===== src/hw/rtl/isbs_pkg.sv =====
// Shared types, codes and constants for the I2C slave byte sequencer.
package isbs_pkg;

    // Sequencer phases, one-hot.
    typedef enum logic [7:0] {
        PH_IDLE     = 8'b0000_0001,
        PH_ADDR_ARM = 8'b0000_0010,
        PH_ADDR_CHK = 8'b0000_0100,
        PH_RX       = 8'b0000_1000,
        PH_RX_CHK   = 8'b0001_0000,
        PH_TX       = 8'b0010_0000,
        PH_TX_ACK   = 8'b0100_0000,
        PH_ACK_CHK  = 8'b1000_0000
    } phase_t;

    // Reported phase numbers.
    localparam logic [2:0] PHN_IDLE     = 3'd0;
    localparam logic [2:0] PHN_ADDR_ARM = 3'd1;
    localparam logic [2:0] PHN_ADDR_CHK = 3'd2;
    localparam logic [2:0] PHN_RX       = 3'd3;
    localparam logic [2:0] PHN_RX_CHK   = 3'd4;
    localparam logic [2:0] PHN_TX       = 3'd5;
    localparam logic [2:0] PHN_TX_ACK   = 3'd6;
    localparam logic [2:0] PHN_ACK_CHK  = 3'd7;

    localparam logic [7:0] ACK_BYTE  = 8'h00;
    localparam logic [7:0] NACK_BYTE = 8'hFF;

    localparam logic [3:0] CLK_NONE    = 4'd0;
    localparam logic [3:0] CLK_ACK_BIT = 4'd1;
    localparam logic [3:0] CLK_BYTE    = 4'd8;

    localparam logic [6:0] OWN_ADDRESS_RST     = 7'd72;
    localparam logic [7:0] BYTES_PER_WRITE_RST = 8'd1;

    // Register select, taken from address bit 2.
    localparam logic REG_OWN_ADDRESS     = 1'b0;
    localparam logic REG_BYTES_PER_WRITE = 1'b1;

    typedef struct packed {
        logic       start_seen;
        logic [7:0] shift_reg;
    } evt_t;

    typedef struct packed {
        logic       load_shift;
        logic [7:0] shift_value;
        logic [3:0] clock_bits;
        logic       sda_drive;
        logic       led_update;
        logic       led_level;
        logic [2:0] phase_now;
    } res_t;

    typedef struct packed {
        logic [6:0] own_address;
        logic [7:0] bytes_per_write;
    } cfg_t;

    function automatic logic [2:0] phase_code(input phase_t ph);
        logic [2:0] code;
        case (ph)
            PH_IDLE:     code = PHN_IDLE;
            PH_ADDR_ARM: code = PHN_ADDR_ARM;
            PH_ADDR_CHK: code = PHN_ADDR_CHK;
            PH_RX:       code = PHN_RX;
            PH_RX_CHK:   code = PHN_RX_CHK;
            PH_TX:       code = PHN_TX;
            PH_TX_ACK:   code = PHN_TX_ACK;
            PH_ACK_CHK:  code = PHN_ACK_CHK;
            default:     code = PHN_IDLE;
        endcase
        return code;
    endfunction

endpackage


===== src/hw/rtl/isbs_if.sv =====
// Valid/ready channel interfaces for events in and results out.
interface isbs_evt_if;
    logic       valid;
    logic       ready;
    logic       start_seen;
    logic [7:0] shift_reg;

    modport source (output valid, output start_seen, output shift_reg, input ready);
    modport sink   (input valid, input start_seen, input shift_reg, output ready);
endinterface

interface isbs_res_if;
    logic       valid;
    logic       ready;
    logic       load_shift;
    logic [7:0] shift_value;
    logic [3:0] clock_bits;
    logic       sda_drive;
    logic       led_update;
    logic       led_level;
    logic [2:0] phase_now;

    modport source (
        output valid, output load_shift, output shift_value, output clock_bits,
        output sda_drive, output led_update, output led_level, output phase_now,
        input ready
    );
    modport sink (
        input valid, input load_shift, input shift_value, input clock_bits,
        input sda_drive, input led_update, input led_level, input phase_now,
        output ready
    );
endinterface


===== src/hw/rtl/isbs_cfg_regs.sv =====
// APB-style configuration registers: own address and bytes per write.
module isbs_cfg_regs
    import isbs_pkg::*;
(
    input  logic        clk,
    input  logic        rst_n,
    input  logic        psel,
    input  logic        penable,
    input  logic        pwrite,
    input  logic        reg_sel,
    input  logic [31:0] pwdata,
    output logic [31:0] prdata,
    output cfg_t        cfg
);

    logic [6:0] own_address_reg;
    logic [7:0] bytes_per_write_reg;
    logic       wr_en;

    assign wr_en = psel && penable && pwrite;

    always_ff @(posedge clk or negedge rst_n)
    begin
        if (!rst_n)
        begin
            own_address_reg     <= OWN_ADDRESS_RST;
            bytes_per_write_reg <= BYTES_PER_WRITE_RST;
        end
        else if (wr_en)
        begin
            if (reg_sel == REG_OWN_ADDRESS)
            begin
                own_address_reg <= pwdata[6:0];
            end
            else
            begin
                bytes_per_write_reg <= pwdata[7:0];
            end
        end
    end

    always_comb
    begin
        if (reg_sel == REG_OWN_ADDRESS)
        begin
            prdata = {25'd0, own_address_reg};
        end
        else
        begin
            prdata = {24'd0, bytes_per_write_reg};
        end
    end

    assign cfg.own_address     = own_address_reg;
    assign cfg.bytes_per_write = bytes_per_write_reg;

endmodule


===== src/hw/rtl/isbs_in_stage.sv =====
// Input register stage: captures one event word and holds it for the sequencer.
module isbs_in_stage
    import isbs_pkg::*;
(
    input  logic clk,
    input  logic rst_n,
    isbs_evt_if.sink evt,
    input  logic take,
    output logic held_valid,
    output evt_t held
);

    logic valid_reg;
    evt_t data_reg;
    logic load;

    // Accept when empty or when the held word moves on this cycle.
    assign evt.ready = !valid_reg || take;
    assign load      = evt.valid && evt.ready;

    always_ff @(posedge clk or negedge rst_n)
    begin
        if (!rst_n)
        begin
            valid_reg <= 1'b0;
        end
        else if (load)
        begin
            valid_reg <= 1'b1;
        end
        else if (take)
        begin
            valid_reg <= 1'b0;
        end
    end

    always_ff @(posedge clk)
    begin
        if (load)
        begin
            data_reg.start_seen <= evt.start_seen;
            data_reg.shift_reg  <= evt.shift_reg;
        end
    end

    assign held_valid = valid_reg;
    assign held       = data_reg;

endmodule


===== src/hw/rtl/isbs_seq_core.sv =====
// Sequencer state, next-state logic and the result register.
module isbs_seq_core
    import isbs_pkg::*;
(
    input  logic clk,
    input  logic rst_n,
    input  cfg_t cfg,
    input  logic held_valid,
    input  evt_t held,
    output logic take,
    isbs_res_if.source res
);

    phase_t     phase_reg, phase_next, ph_cur;
    logic [7:0] byte_count_reg, byte_count_next;
    logic [7:0] last_rx_reg, last_rx_next;
    logic       sda_reg, sda_next;
    logic       res_valid_reg;
    res_t       res_reg, res_next;
    logic [8:0] count_inc;

    assign take      = held_valid && (!res_valid_reg || res.ready);
    assign count_inc = {1'b0, byte_count_reg} + 9'd1;

    always_comb
    begin
        // A start overrides whatever phase was left behind.
        ph_cur          = held.start_seen ? PH_ADDR_ARM : phase_reg;
        phase_next      = ph_cur;
        byte_count_next = byte_count_reg;
        last_rx_next    = last_rx_reg;
        sda_next        = sda_reg;
        res_next        = '0;
        res_next.shift_value = ACK_BYTE;
        res_next.clock_bits  = CLK_NONE;

        case (ph_cur)
            PH_ADDR_ARM:
            begin
                res_next.clock_bits = CLK_BYTE;
                phase_next          = PH_ADDR_CHK;
            end
            PH_ADDR_CHK:
            begin
                sda_next            = 1'b1;
                res_next.load_shift = 1'b1;
                res_next.clock_bits = CLK_ACK_BIT;
                if (held.shift_reg[7:1] == cfg.own_address)
                begin
                    res_next.shift_value = ACK_BYTE;
                    phase_next = held.shift_reg[0] ? PH_TX : PH_RX;
                end
                else
                begin
                    res_next.shift_value = NACK_BYTE;
                    phase_next           = PH_RX_CHK;
                end
            end
            PH_RX:
            begin
                sda_next            = 1'b0;
                res_next.clock_bits = CLK_BYTE;
                phase_next          = PH_RX_CHK;
            end
            PH_RX_CHK:
            begin
                last_rx_next        = held.shift_reg;
                res_next.led_update = 1'b1;
                res_next.led_level  = held.shift_reg[0];
                res_next.load_shift = 1'b1;
                if (count_inc < {1'b0, cfg.bytes_per_write})
                begin
                    sda_next             = 1'b1;
                    res_next.shift_value = ACK_BYTE;
                    res_next.clock_bits  = CLK_ACK_BIT;
                    byte_count_next      = count_inc[7:0];
                    phase_next           = PH_RX;
                end
                else
                begin
                    // Last byte: load NACK but leave it unclocked, release SDA.
                    sda_next             = 1'b0;
                    res_next.shift_value = NACK_BYTE;
                    byte_count_next      = 8'd0;
                    phase_next           = PH_IDLE;
                end
            end
            PH_TX:
            begin
                sda_next             = 1'b1;
                res_next.load_shift  = 1'b1;
                res_next.shift_value = last_rx_reg;
                res_next.clock_bits  = CLK_BYTE;
                phase_next           = PH_TX_ACK;
            end
            PH_TX_ACK:
            begin
                sda_next            = 1'b0;
                res_next.clock_bits = CLK_ACK_BIT;
                phase_next          = PH_ACK_CHK;
            end
            PH_ACK_CHK:
            begin
                if (held.shift_reg[0])
                begin
                    // Master NACK ends the read.
                    sda_next        = 1'b0;
                    byte_count_next = 8'd0;
                    phase_next      = PH_IDLE;
                end
                else
                begin
                    sda_next             = 1'b1;
                    res_next.load_shift  = 1'b1;
                    res_next.shift_value = last_rx_reg;
                    res_next.clock_bits  = CLK_BYTE;
                    phase_next           = PH_TX_ACK;
                end
            end
            default:
            begin
                phase_next = ph_cur;
            end
        endcase

        res_next.sda_drive = sda_next;
        res_next.phase_now = phase_code(phase_next);
    end

    always_ff @(posedge clk or negedge rst_n)
    begin
        if (!rst_n)
        begin
            phase_reg      <= PH_IDLE;
            byte_count_reg <= 8'd0;
            last_rx_reg    <= 8'd0;
            sda_reg        <= 1'b0;
            res_valid_reg  <= 1'b0;
        end
        else
        begin
            if (take)
            begin
                phase_reg      <= phase_next;
                byte_count_reg <= byte_count_next;
                last_rx_reg    <= last_rx_next;
                sda_reg        <= sda_next;
                res_valid_reg  <= 1'b1;
            end
            else if (res.ready)
            begin
                res_valid_reg <= 1'b0;
            end
        end
    end

    always_ff @(posedge clk)
    begin
        if (take)
        begin
            res_reg <= res_next;
        end
    end

    assign res.valid       = res_valid_reg;
    assign res.load_shift  = res_reg.load_shift;
    assign res.shift_value = res_reg.shift_value;
    assign res.clock_bits  = res_reg.clock_bits;
    assign res.sda_drive   = res_reg.sda_drive;
    assign res.led_update  = res_reg.led_update;
    assign res.led_level   = res_reg.led_level;
    assign res.phase_now   = res_reg.phase_now;

endmodule


===== src/hw/rtl/i2c_slave_byte_sequencer.sv =====
// Top level of the I2C slave byte sequencer.
//
//  channel | dir | handshake        | word
//  --------+-----+------------------+-----------------------------------------
//  evt     | in  | valid/ready      | start_seen, shift_reg
//  res     | out | valid/ready      | load_shift, shift_value, clock_bits,
//          |     |                  | sda_drive, led_update, led_level, phase_now
//  apb     | in  | psel/penable     | paddr[2] selects register, pwdata, prdata
//
// One event word enters per cycle unless the result stalls; it goes to the input register,
// then its result to the result register, so the sustained rate is one word per cycle.
// Sequencer state updates when a word moves from the input register to the result register.
// Reset clears the phase to idle, the byte count, the last byte and the SDA drive.
// A stalled result holds; the input register takes one more word, then ready drops
// until the result moves, so at most two words are in flight.
module i2c_slave_byte_sequencer
    import isbs_pkg::*;
(
    input  logic        clk,
    input  logic        rst_n,
    isbs_evt_if.sink    evt,
    isbs_res_if.source  res,
    input  logic        psel,
    input  logic        penable,
    input  logic        pwrite,
    input  logic [2:0]  paddr,
    input  logic [31:0] pwdata,
    output logic [31:0] prdata,
    output logic        pready
);

    cfg_t cfg;
    logic held_valid;
    evt_t held;
    logic take;

    assign pready = 1'b1;

    isbs_cfg_regs u_cfg (
        .clk     (clk),
        .rst_n   (rst_n),
        .psel    (psel),
        .penable (penable),
        .pwrite  (pwrite),
        .reg_sel (paddr[2]),
        .pwdata  (pwdata),
        .prdata  (prdata),
        .cfg     (cfg)
    );

    isbs_in_stage u_in (
        .clk        (clk),
        .rst_n      (rst_n),
        .evt        (evt),
        .take       (take),
        .held_valid (held_valid),
        .held       (held)
    );

    isbs_seq_core u_core (
        .clk        (clk),
        .rst_n      (rst_n),
        .cfg        (cfg),
        .held_valid (held_valid),
        .held       (held),
        .take       (take),
        .res        (res)
    );

endmodule


===== src/flat_wrapper.sv =====
// flat-port wrapper written by rule: the top's interface ports become plain ports
module i2c_slave_byte_sequencer_flat import isbs_pkg::*;
  (clk, rst_n, psel, penable, pwrite, paddr, pwdata, prdata, pready, evt_valid, evt_start_seen, evt_shift_reg, evt_ready, res_valid, res_load_shift, res_shift_value, res_clock_bits, res_sda_drive, res_led_update, res_led_level, res_phase_now, res_ready);
  isbs_evt_if evt_i ();
  isbs_res_if res_i ();
  input  logic clk;
  input  logic rst_n;
  input  logic psel;
  input  logic penable;
  input  logic pwrite;
  input  logic [2:0] paddr;
  input  logic [31:0] pwdata;
  output logic [31:0] prdata;
  output logic pready;
  input wire logic [$bits(evt_i.valid)-1:0] evt_valid;
  input wire logic [$bits(evt_i.start_seen)-1:0] evt_start_seen;
  input wire logic [$bits(evt_i.shift_reg)-1:0] evt_shift_reg;
  output wire logic [$bits(evt_i.ready)-1:0] evt_ready;
  output wire logic [$bits(res_i.valid)-1:0] res_valid;
  output wire logic [$bits(res_i.load_shift)-1:0] res_load_shift;
  output wire logic [$bits(res_i.shift_value)-1:0] res_shift_value;
  output wire logic [$bits(res_i.clock_bits)-1:0] res_clock_bits;
  output wire logic [$bits(res_i.sda_drive)-1:0] res_sda_drive;
  output wire logic [$bits(res_i.led_update)-1:0] res_led_update;
  output wire logic [$bits(res_i.led_level)-1:0] res_led_level;
  output wire logic [$bits(res_i.phase_now)-1:0] res_phase_now;
  input wire logic [$bits(res_i.ready)-1:0] res_ready;
  assign evt_i.valid = evt_valid;
  assign evt_i.start_seen = evt_start_seen;
  assign evt_i.shift_reg = evt_shift_reg;
  assign evt_ready = evt_i.ready;
  assign res_valid = res_i.valid;
  assign res_load_shift = res_i.load_shift;
  assign res_shift_value = res_i.shift_value;
  assign res_clock_bits = res_i.clock_bits;
  assign res_sda_drive = res_i.sda_drive;
  assign res_led_update = res_i.led_update;
  assign res_led_level = res_i.led_level;
  assign res_phase_now = res_i.phase_now;
  assign res_i.ready = res_ready;
  i2c_slave_byte_sequencer u_core (.clk(clk), .rst_n(rst_n), .evt(evt_i), .res(res_i), .psel(psel), .penable(penable), .pwrite(pwrite), .paddr(paddr), .pwdata(pwdata), .prdata(prdata), .pready(pready));
endmodule

===== config.mk =====
export PLATFORM = sky130hd
export DESIGN_NAME = i2c_slave_byte_sequencer_flat
export DESIGN_NICKNAME = d
export VERILOG_FILES = /design/src/hw/rtl/isbs_pkg.sv /design/src/hw/rtl/isbs_if.sv /design/src/hw/rtl/isbs_cfg_regs.sv /design/src/hw/rtl/isbs_in_stage.sv /design/src/hw/rtl/isbs_seq_core.sv /design/src/hw/rtl/i2c_slave_byte_sequencer.sv /design/src/flat_wrapper.sv
export SDC_FILE = /design/constraint.sdc
export NUM_CORES = 1
export LEC_CHECK = 0
export ABC_AREA = 1
export BUFFER_PORTS_ARGS = -buffer_cell sky130_fd_sc_hd__buf_2
export CORE_AREA = 2 2 84 126
export DETAILED_ROUTE_END_ITERATION = 10
export DIE_AREA = 0 0 86 128
export PLACE_DENSITY = 0.75
export SLEW_MARGIN = 20
export SYNTH_ARGS = -nofsm -noshare
export SYNTH_HDL_FRONTEND = slang
export SYNTH_HIERARCHICAL = 1
export SYNTH_SLANG_ARGS = --single-unit

===== constraint.sdc =====
create_clock -name clk -period 2.3 [get_ports clk]
set_input_delay 0.46 -clock clk [delete_from_list [all_inputs] [get_ports clk]]
set_output_delay 0.46 -clock clk [all_outputs]
set_load 0.005 [all_outputs]

==> results by group, run 1 <==
Global route
  • Initial antenna violation count: 0
  • First-pass GRT wire length: 13400 microns
  • Largest net degree at the start of global routing: 28
  • Total GRT Usage: 0.156
  • Vias in the first global route: 2979
  • Grt ovf: 0

Synthesis
  • Cell area after synthesis: 3890 sq um
  • Post-synthesis sequential area ratio: 0.472
  • Distinct cells, synth: 29
  • Post-Syn Instances: 459
  • Largest family of logic cells by synthesized area: simple AND/OR/NAND/NOR gates
  • Synth Area in Simple Gates: 0.297
  • #FFs+latches synth: 68
  • Area leader, netlist: dfrtp_1
  • Fraction of the mapped netlist area in compound gates: 0.0544
  • Mux cell area share after synthesis: 0
  • Yosys warning count: 6
  • Top cell type's share of synthesized area: 0.245
  • Syn Area/Cell: 8.47 sq um
  • Post-Synth XOR/XNOR Area: 0.0180
  • Largest cells by area after synthesis: dfrtp_1 (24%), edfxtp_1 (20%), nand2_1 (14%)
  • Post-Synth Adder-Cell Area: 0.0257

Detailed routing
  • DRT Wirelength: 8190 microns
  • Via density: 4.69
  • Detail-routed net length per standard cell: 12.5 microns
  • DRC: 0
  • Vias: 3072
  • Drt pass-1 iters: 4
  • Initial DRC Count: 124
  • ANT nets after route: 0

Power
  • Pwr dens: 892 nW/um^2
  • Leak Pwr: 2.51 nW
  • Worst vdd ir: 0.416 mV
  • Total power draw: 4.22 mW

STA
  • Hold Fails Final Rpt: 0
  • Setup slack after layout: -0.113 ns
  • Slew Viols, Final: 0
  • Unrepaired setup endpoints after global routing: yes
  • Max-slew headroom: 0.579
  • # setup viols final: 18
  • Clock skew: 0.00900 ns
  • Setup TNS: -0.988 ns
  • Worst Max-Slew Pin Slew: 0.631 ns
  • WHS: 0.142 ns
  • Final min period: 2.41 ns
  • Fin crit share: 1.05
  • Max Clk Rate: 414 MHz

Cells and area
  • Commonest non-fill, non-tap cell in the layout: nand2_1
  • Layout area overhead: 21.9%
  • Largest register FFs: 9
  • Nets: 592
  • Post-route insts no fill: 655
  • Diodes inserted: 0
  • Final instance area: 4740 sq um
  • Layout cell share with drive strength beyond 1: 0.309
  • Commonest cells after routing, fill and taps aside: nand2_1 (137), buf_2 (51), inv_1 (51)
  • Util after Layout: 0.475

Run status
  • Status: finished, violations left
  • Failing checks: setup timing

CTS
  • CTS root buf: clkbuf_16
  • CTS tree: done
  • CTS buffer count: 9
  • Longest Clk Path Bufs: 2
  • Sink Count: 68
  • Clk pin slew, worst setup/hold paths: 0.06 ns
  • H-tree depth: 3
  • Clk Latency, worst-skew pair: 0.34 ns

Worst setup path
  • Worst setup EP type: flop
  • Startpoint types: flop
  • Crit-path max FO: 4
  • Critical path class: flop to flop
  • Required time of the critical path: 2.38 ns
  • CP arrival: 2.50 ns

Floorplan
  • Die area: 11000 sq um
  • Die width: 86 microns
  • Initial core utilization: 0.390
  • Die Y-Extent: 128 microns
  • Core Area: 9970 sq um
  • Num rows: 45
  • Ports: 105

Placed design
  • GP Congestion: 0.894
  • Port Buffers: 51
  • Placed cell count: 633
  • Dpl hpwl: 6120 microns
  • Place WS: -0.167 ns
  • Placed instance area: 4260 sq um

Run
  • Max Cap Viol: 0

Min path
  • Hold crit path type: primary input to async pin
-- cells in the mapped netlist, drive strengths merged --
cell / count
xnor2: 4
ha: 8
buf: 35
nand3b: 1
nand2: 158
nand4: 5
edfxtp: 26
inv: 61
nor2: 30
dfstp: 4
xor2: 4
a21oi: 6
o21ai: 28
dfrtp: 38
conb: 3
nand3: 48
-- path summary, 6_finish.rpt --
check	start	endpoint	slack [ns]	cells after the start
min in group clk	evt_shift_reg[4]	u_core/u_in/held[4]	0.30	1
max in group asynchronous	rst_n	u_core/u_cfg/own_address_reg[3]	1.50	2
max	u_core/u_core/byte_count_reg[1]	u_core/u_core/res.phase_now[0]	-0.11	16
min reg2reg	u_core/u_core/phase_reg[0]	u_core/u_core/phase_reg[0]	0.48	2
min	rst_n	u_core/u_core/res.valid	0.14	1
max reg2reg	u_core/u_core/byte_count_reg[1]	u_core/u_core/res.phase_now[0]	-0.11	16
-- kinds of logic (layout without fill, tap and decap cells) --
family                   Yosys count  in the layout
flip-flops                        68             68
adder cells (fa/ha/maj)            8              8
AND/OR/NAND/NOR                  242            242
other                              3             27
XOR/XNOR                           8              8
buffers and inverters             96            151
AO/OA/AOI/OAI                     34             34
-- cell type report --
| type | count | area (sq um) |
|---|---|---|
| fill | 934 | 5230 |
| sequential | 68 | 1840 |
| multi-input combinational | 319 | 1770 |
| timing repair buffer | 74 | 435 |
| clock buffer | 12 | 246 |
| inverter | 61 | 234 |
| tap | 117 | 146 |
| clock inverter | 4 | 72.6 |
-- power by group --
group          internal (mW)  total, mW  switching, mW
combinational          0.409       1.07          0.657
sequential              1.55       1.69          0.142
clock                  0.976       1.47          0.493
total                   2.93       4.22           1.29
-- metal layers --
| layer | vias up | track usage | wire, microns |
|---|---|---|---|
| met1 | 1400 | 0.172 | 3280 |
| met3 | 21 | 0.0348 | 422 |
| li1 | 1552 | - | - |
| met5 | - | 0 | 0 |
| met2 | 99 | 0.273 | 4200 |
| met4 | 0 | 0.0887 | 285 |
-- critical path: stages, from the launching register on --
cell and delay, ns:
dfrtp_1 0.39, ha_2 0.20, nand2_2 0.07, nor2_4 0.17, nand3_2 0.10, xnor2_2 0.17, ha_1 0.29, nand2_1 0.05
inv_2 0.06, nand2_2 0.04, a21oi_2 0.11, nand2_2 0.10, buf_6 0.13, nand3_4 0.08, nand2_2 0.06, inv_2 0.07
nand3_2 0.05
-- timing repair --
action	in CTS	in global routing
pin swaps	11	9
resized for setup	24	13
endpoints found under the setup margin	23	23
setup buffers	3	3
hold buffers	0	0
Power figures use the tool's default switching activity.
==> inputs of run 2 (changes only) <==
--- a/config.mk
+++ b/config.mk
@@ -5,12 +5,12 @@
 export SDC_FILE = /design/constraint.sdc
 export NUM_CORES = 1
 export LEC_CHECK = 0
-export ABC_AREA = 1
 export BUFFER_PORTS_ARGS = -buffer_cell sky130_fd_sc_hd__buf_2
-export CORE_AREA = 2 2 84 126
+export CORE_AREA = 2 2 86 120
 export DETAILED_ROUTE_END_ITERATION = 10
-export DIE_AREA = 0 0 86 128
+export DIE_AREA = 0 0 88 122
 export PLACE_DENSITY = 0.75
+export SKIP_CTS_REPAIR_TIMING = 1
 export SLEW_MARGIN = 20
 export SYNTH_ARGS = -nofsm -noshare
 export SYNTH_HDL_FRONTEND = slang
==> run 2 against run 1 <==
Effect of this change:
- the flow still finishes with violations (setup timing)
- non-clock buffer count up 28
- critical path depth shrank 5
- die area decreased by 2.5%
- combinational power rose by 36%
- hold slack gained 0.063 ns
- synthesized area shrank 3.1%
- global-route usage increased by 0.73 points
- final cell count decreased by 13%
- clock power fell by 8%
- flip-flop and latch count is the same
- utilization is 2.4 points higher
- critical endpoint is now u_core/u_core/res.phase_now[1]
- largest power group unchanged
==> results by group, run 2 <==
Worst setup path
  • Critical path, cell by cell: ha_4, nand3_1, xnor2_2, ha_1, a21o_1, a22o_1, nor3_2, nand4_1, a31o_1, or3_1, a21oi_2
  • Max stage delay on crit path: 0.41 ns (+0.02 ns)
  • Required time of the critical path: 2.50 ns (+0.12 ns)
  • Crit-path leading delay family: simple AND/OR/NAND/NOR gates
  • CP arrival: 3.10 ns (+0.60 ns)
  • Reg2reg start: u_core/u_core/byte_count_reg[1]
  • Critical-path top delay cell: dfrtp_1
  • CP Buf/Inv Count: 0 (-3)
  • Reg2reg setup slack: -0.60 ns (-0.49 ns)
  • Worst setup EP type: flop
  • RR Endpoint: u_core/u_core/res.phase_now[1]
  • Startpoint types: flop
  • Reg2Reg Depth: 11 (-5)
  • Crit-path max FO: 3 (-1)
  • Critical path class: flop to flop

Detailed routing
  • Vias: 2856 (-7.0%)
  • Via density: 5.04 (+7.4%)
  • Drt pass-1 iters: 5 (+1)
  • ANT nets after route: 0 (unchanged)
  • DRC: 0 (unchanged)
  • Detail-routed net length per standard cell: 15.1 microns (+21%)
  • Initial DRC Count: 205 (+65%)
  • DRT Wirelength: 8580 microns (+4.7%)

STA
  • Worst Max-Slew Pin Slew: 0.569 ns (-0.0622 ns)
  • Unrepaired setup endpoints after global routing: yes
  • # setup viols final: 24 (+6)
  • Slew Viols, Final: 0 (unchanged)
  • Fin crit share: 1.26 (+0.213)
  • Final min period: 2.90 ns (+0.491 ns)
  • Max Clk Rate: 344 MHz (-17%)
  • Setup slack after layout: -0.604 ns (-0.491 ns)
  • Hold Fails Final Rpt: 0 (unchanged)
  • Clock skew: 0.00496 ns (-0.00404 ns)
  • Max-slew headroom: 0.621 (+0.0415)

Synthesis
  • Post-Syn Instances: 328 (-29%)
  • #FFs+latches synth: 68 (unchanged)
  • Area leader, netlist: dfrtp_1
  • Largest cells by area after synthesis: dfrtp_1 (25%), edfxtp_1 (21%), mux2_2 (8.7%)
  • Syn Area/Cell: 11.5 sq um (+36%)
  • Yosys warning count: 6 (unchanged)
  • Synth async-reset ratio: 0.618 (unchanged)
  • Post-synthesis sequential area ratio: 0.488 (+0.0151)
  • Distinct cells, synth: 60 (+110%)
  • EDFF count, synth: 26 (unchanged)
  • Synth Flop Type: dfrtp_1
  • Most numerous cell in the Yosys netlist: dfrtp_1
  • Top cell type's share of synthesized area: 0.252 (+0.00780)
  • Post-synth top cells: dfrtp_1 (38), mux2_2 (29), buf_4 (27)
  • Cell area after synthesis: 3770 sq um (-3.1%)

Global route
  • Initial antenna violation count: 0 (unchanged)
  • GR Util met2: 0.283 (+0.00953)
  • First-pass GRT wire length: 13200 microns (-1.7%)
  • Gr busiest metal: met2
  • Vias in the first global route: 2789 (-6.4%)
  • Total GRT Usage: 0.164 (+0.00732)
  • Grt met3 use: 0.0528 (+0.0181)
  • Met1 Usage GRT: 0.175 (+0.00330)
  • Largest net degree at the start of global routing: 43 (+54%)
  • Grt ovf: 0 (unchanged)

CTS
  • H-tree depth: 3 (unchanged)
  • CTS tree: done
  • Sink Count: 68 (unchanged)
  • Longest Clk Path Bufs: 2 (unchanged)
  • CTS buffer count: 9 (unchanged)
  • Clk pin slew, worst setup/hold paths: 0.05 ns (about the same)
  • CTS root buf: clkbuf_16
  • Clk Latency, worst-skew pair: 0.33 ns (about the same)

Placed design
  • Place WS: -0.511 ns (-0.344 ns)
  • Port Buffers: 51 (unchanged)
  • GP Congestion: 0.912 (+2.0%)
  • Dpl hpwl: 6260 microns (+2.3%)
  • Placed cell count: 545 (-14%)

Cells and area
  • Diodes inserted: 0 (unchanged)
  • Post-route insts no fill: 567 (-13%)
  • Layout cell share with drive strength beyond 1: 0.414 (+0.106)
  • Nets: 486 (-18%)
  • Commonest cells after routing, fill and taps aside: buf_2 (51), buf_4 (43), dfrtp_1 (38)
  • Layout area overhead: 29.1%
  • Largest register FFs: 9 (unchanged)
  • Commonest non-fill, non-tap cell in the layout: buf_2
  • Util after Layout: 0.500 (+0.0241)

Power
  • Pwr dens: 928 nW/um^2 (+4.1%)
  • Worst vdd ir: 0.601 mV (+44%)
  • Leak Pwr: 2.29 nW (-8.7%)

Floorplan
  • Die area: 10700 sq um (-2.5%)
  • Ports: 105 (unchanged)
  • Num rows: 43 (-4.4%)
  • Die width: 88 microns (+2.3%)
  • Initial core utilization: 0.387 (-0.00321)
  • Die Y-Extent: 122 microns (-4.7%)
  • Core Area: 9740 sq um (-2.3%)

Run status
  • Failing checks: setup timing
  • Status: finished, violations left

Min path
  • Hold crit path type: primary input to async pin

Run
  • Max Cap Viol: 0 (unchanged)
run 2: worst register-to-register path: cells and delay by family, from the launching register on:
family          cells  cell delay [ns]
fa+ha+maj           2             0.48
flops               1             0.41
xor+xnor            1             0.17
compound gates      4             0.82
simple gates        4             0.88
run 2: through the flow:
step	TNS, ns	power (mW)	hold slack, ns	area (sq um)
2_1_floorplan	-0.880	2.54	0.164	3880
3_3_place_gp	-5.37	3.03	0.475	4370
3_5_place_dp	-6.59	3.08	0.490	4370
4_1_cts	-7.25	4.45	0.221	4660
5_1_grt	-10.37	4.77	0.256	4860
6_report	-7.89	4.52	0.205	4860
run 2: power by group:
group	leakage, nW	switching, mW	total (mW)	internal (mW)
clock network	0.143	0.489	1.35	0.860
registers	0.778	0.163	1.71	1.55
logic	1.37	0.721	1.45	0.732
total	2.29	1.37	4.52	3.14
run 2: cell type report:
class                      count  area (sq um)
clock buffer                  11           243
clock inverter                 5          51.3
fill                         848          4870
inverter                      10          37.5
multi-input combinational    236          1860
sequential                    68          1840
tap                          135           169
timing repair buffer         102           668
run 2: worst max-delay path by stage:
stage                                    startpoint                             end  cells after the start
floorplan           u_core/u_core/byte_count_reg[2]  u_core/u_core/res.phase_now[1]                     11
global placement    u_core/u_core/byte_count_reg[4]  u_core/u_core/res.phase_now[1]                     12
detailed placement  u_core/u_core/byte_count_reg[4]  u_core/u_core/res.phase_now[1]                     12
CTS                 u_core/u_core/byte_count_reg[4]  u_core/u_core/res.phase_now[1]                     12
global route        u_core/u_core/byte_count_reg[1]  u_core/u_core/res.phase_now[0]                     12
finish              u_core/u_core/byte_count_reg[1]  u_core/u_core/res.phase_now[1]                     11
run 2: cell families after synthesis:
family,count (synthesis),synth area share
flops,68,0.488
xor+xnor,18,0.0418
other cells,3,0.00299
buf+inv,48,0.0840
fa+ha+maj,8,0.0266
simple gates,93,0.150
compound gates,57,0.109
mux,33,0.0980
run 2: per-layer routing:
layer,part of all wire,vias to the layer above,routed length (microns)
li1,-,1336,-
met1,0.38,1390,3260
met2,0.53,107,4570
met3,0.051,23,440
met4,0.036,0,310
met5,0,-,0
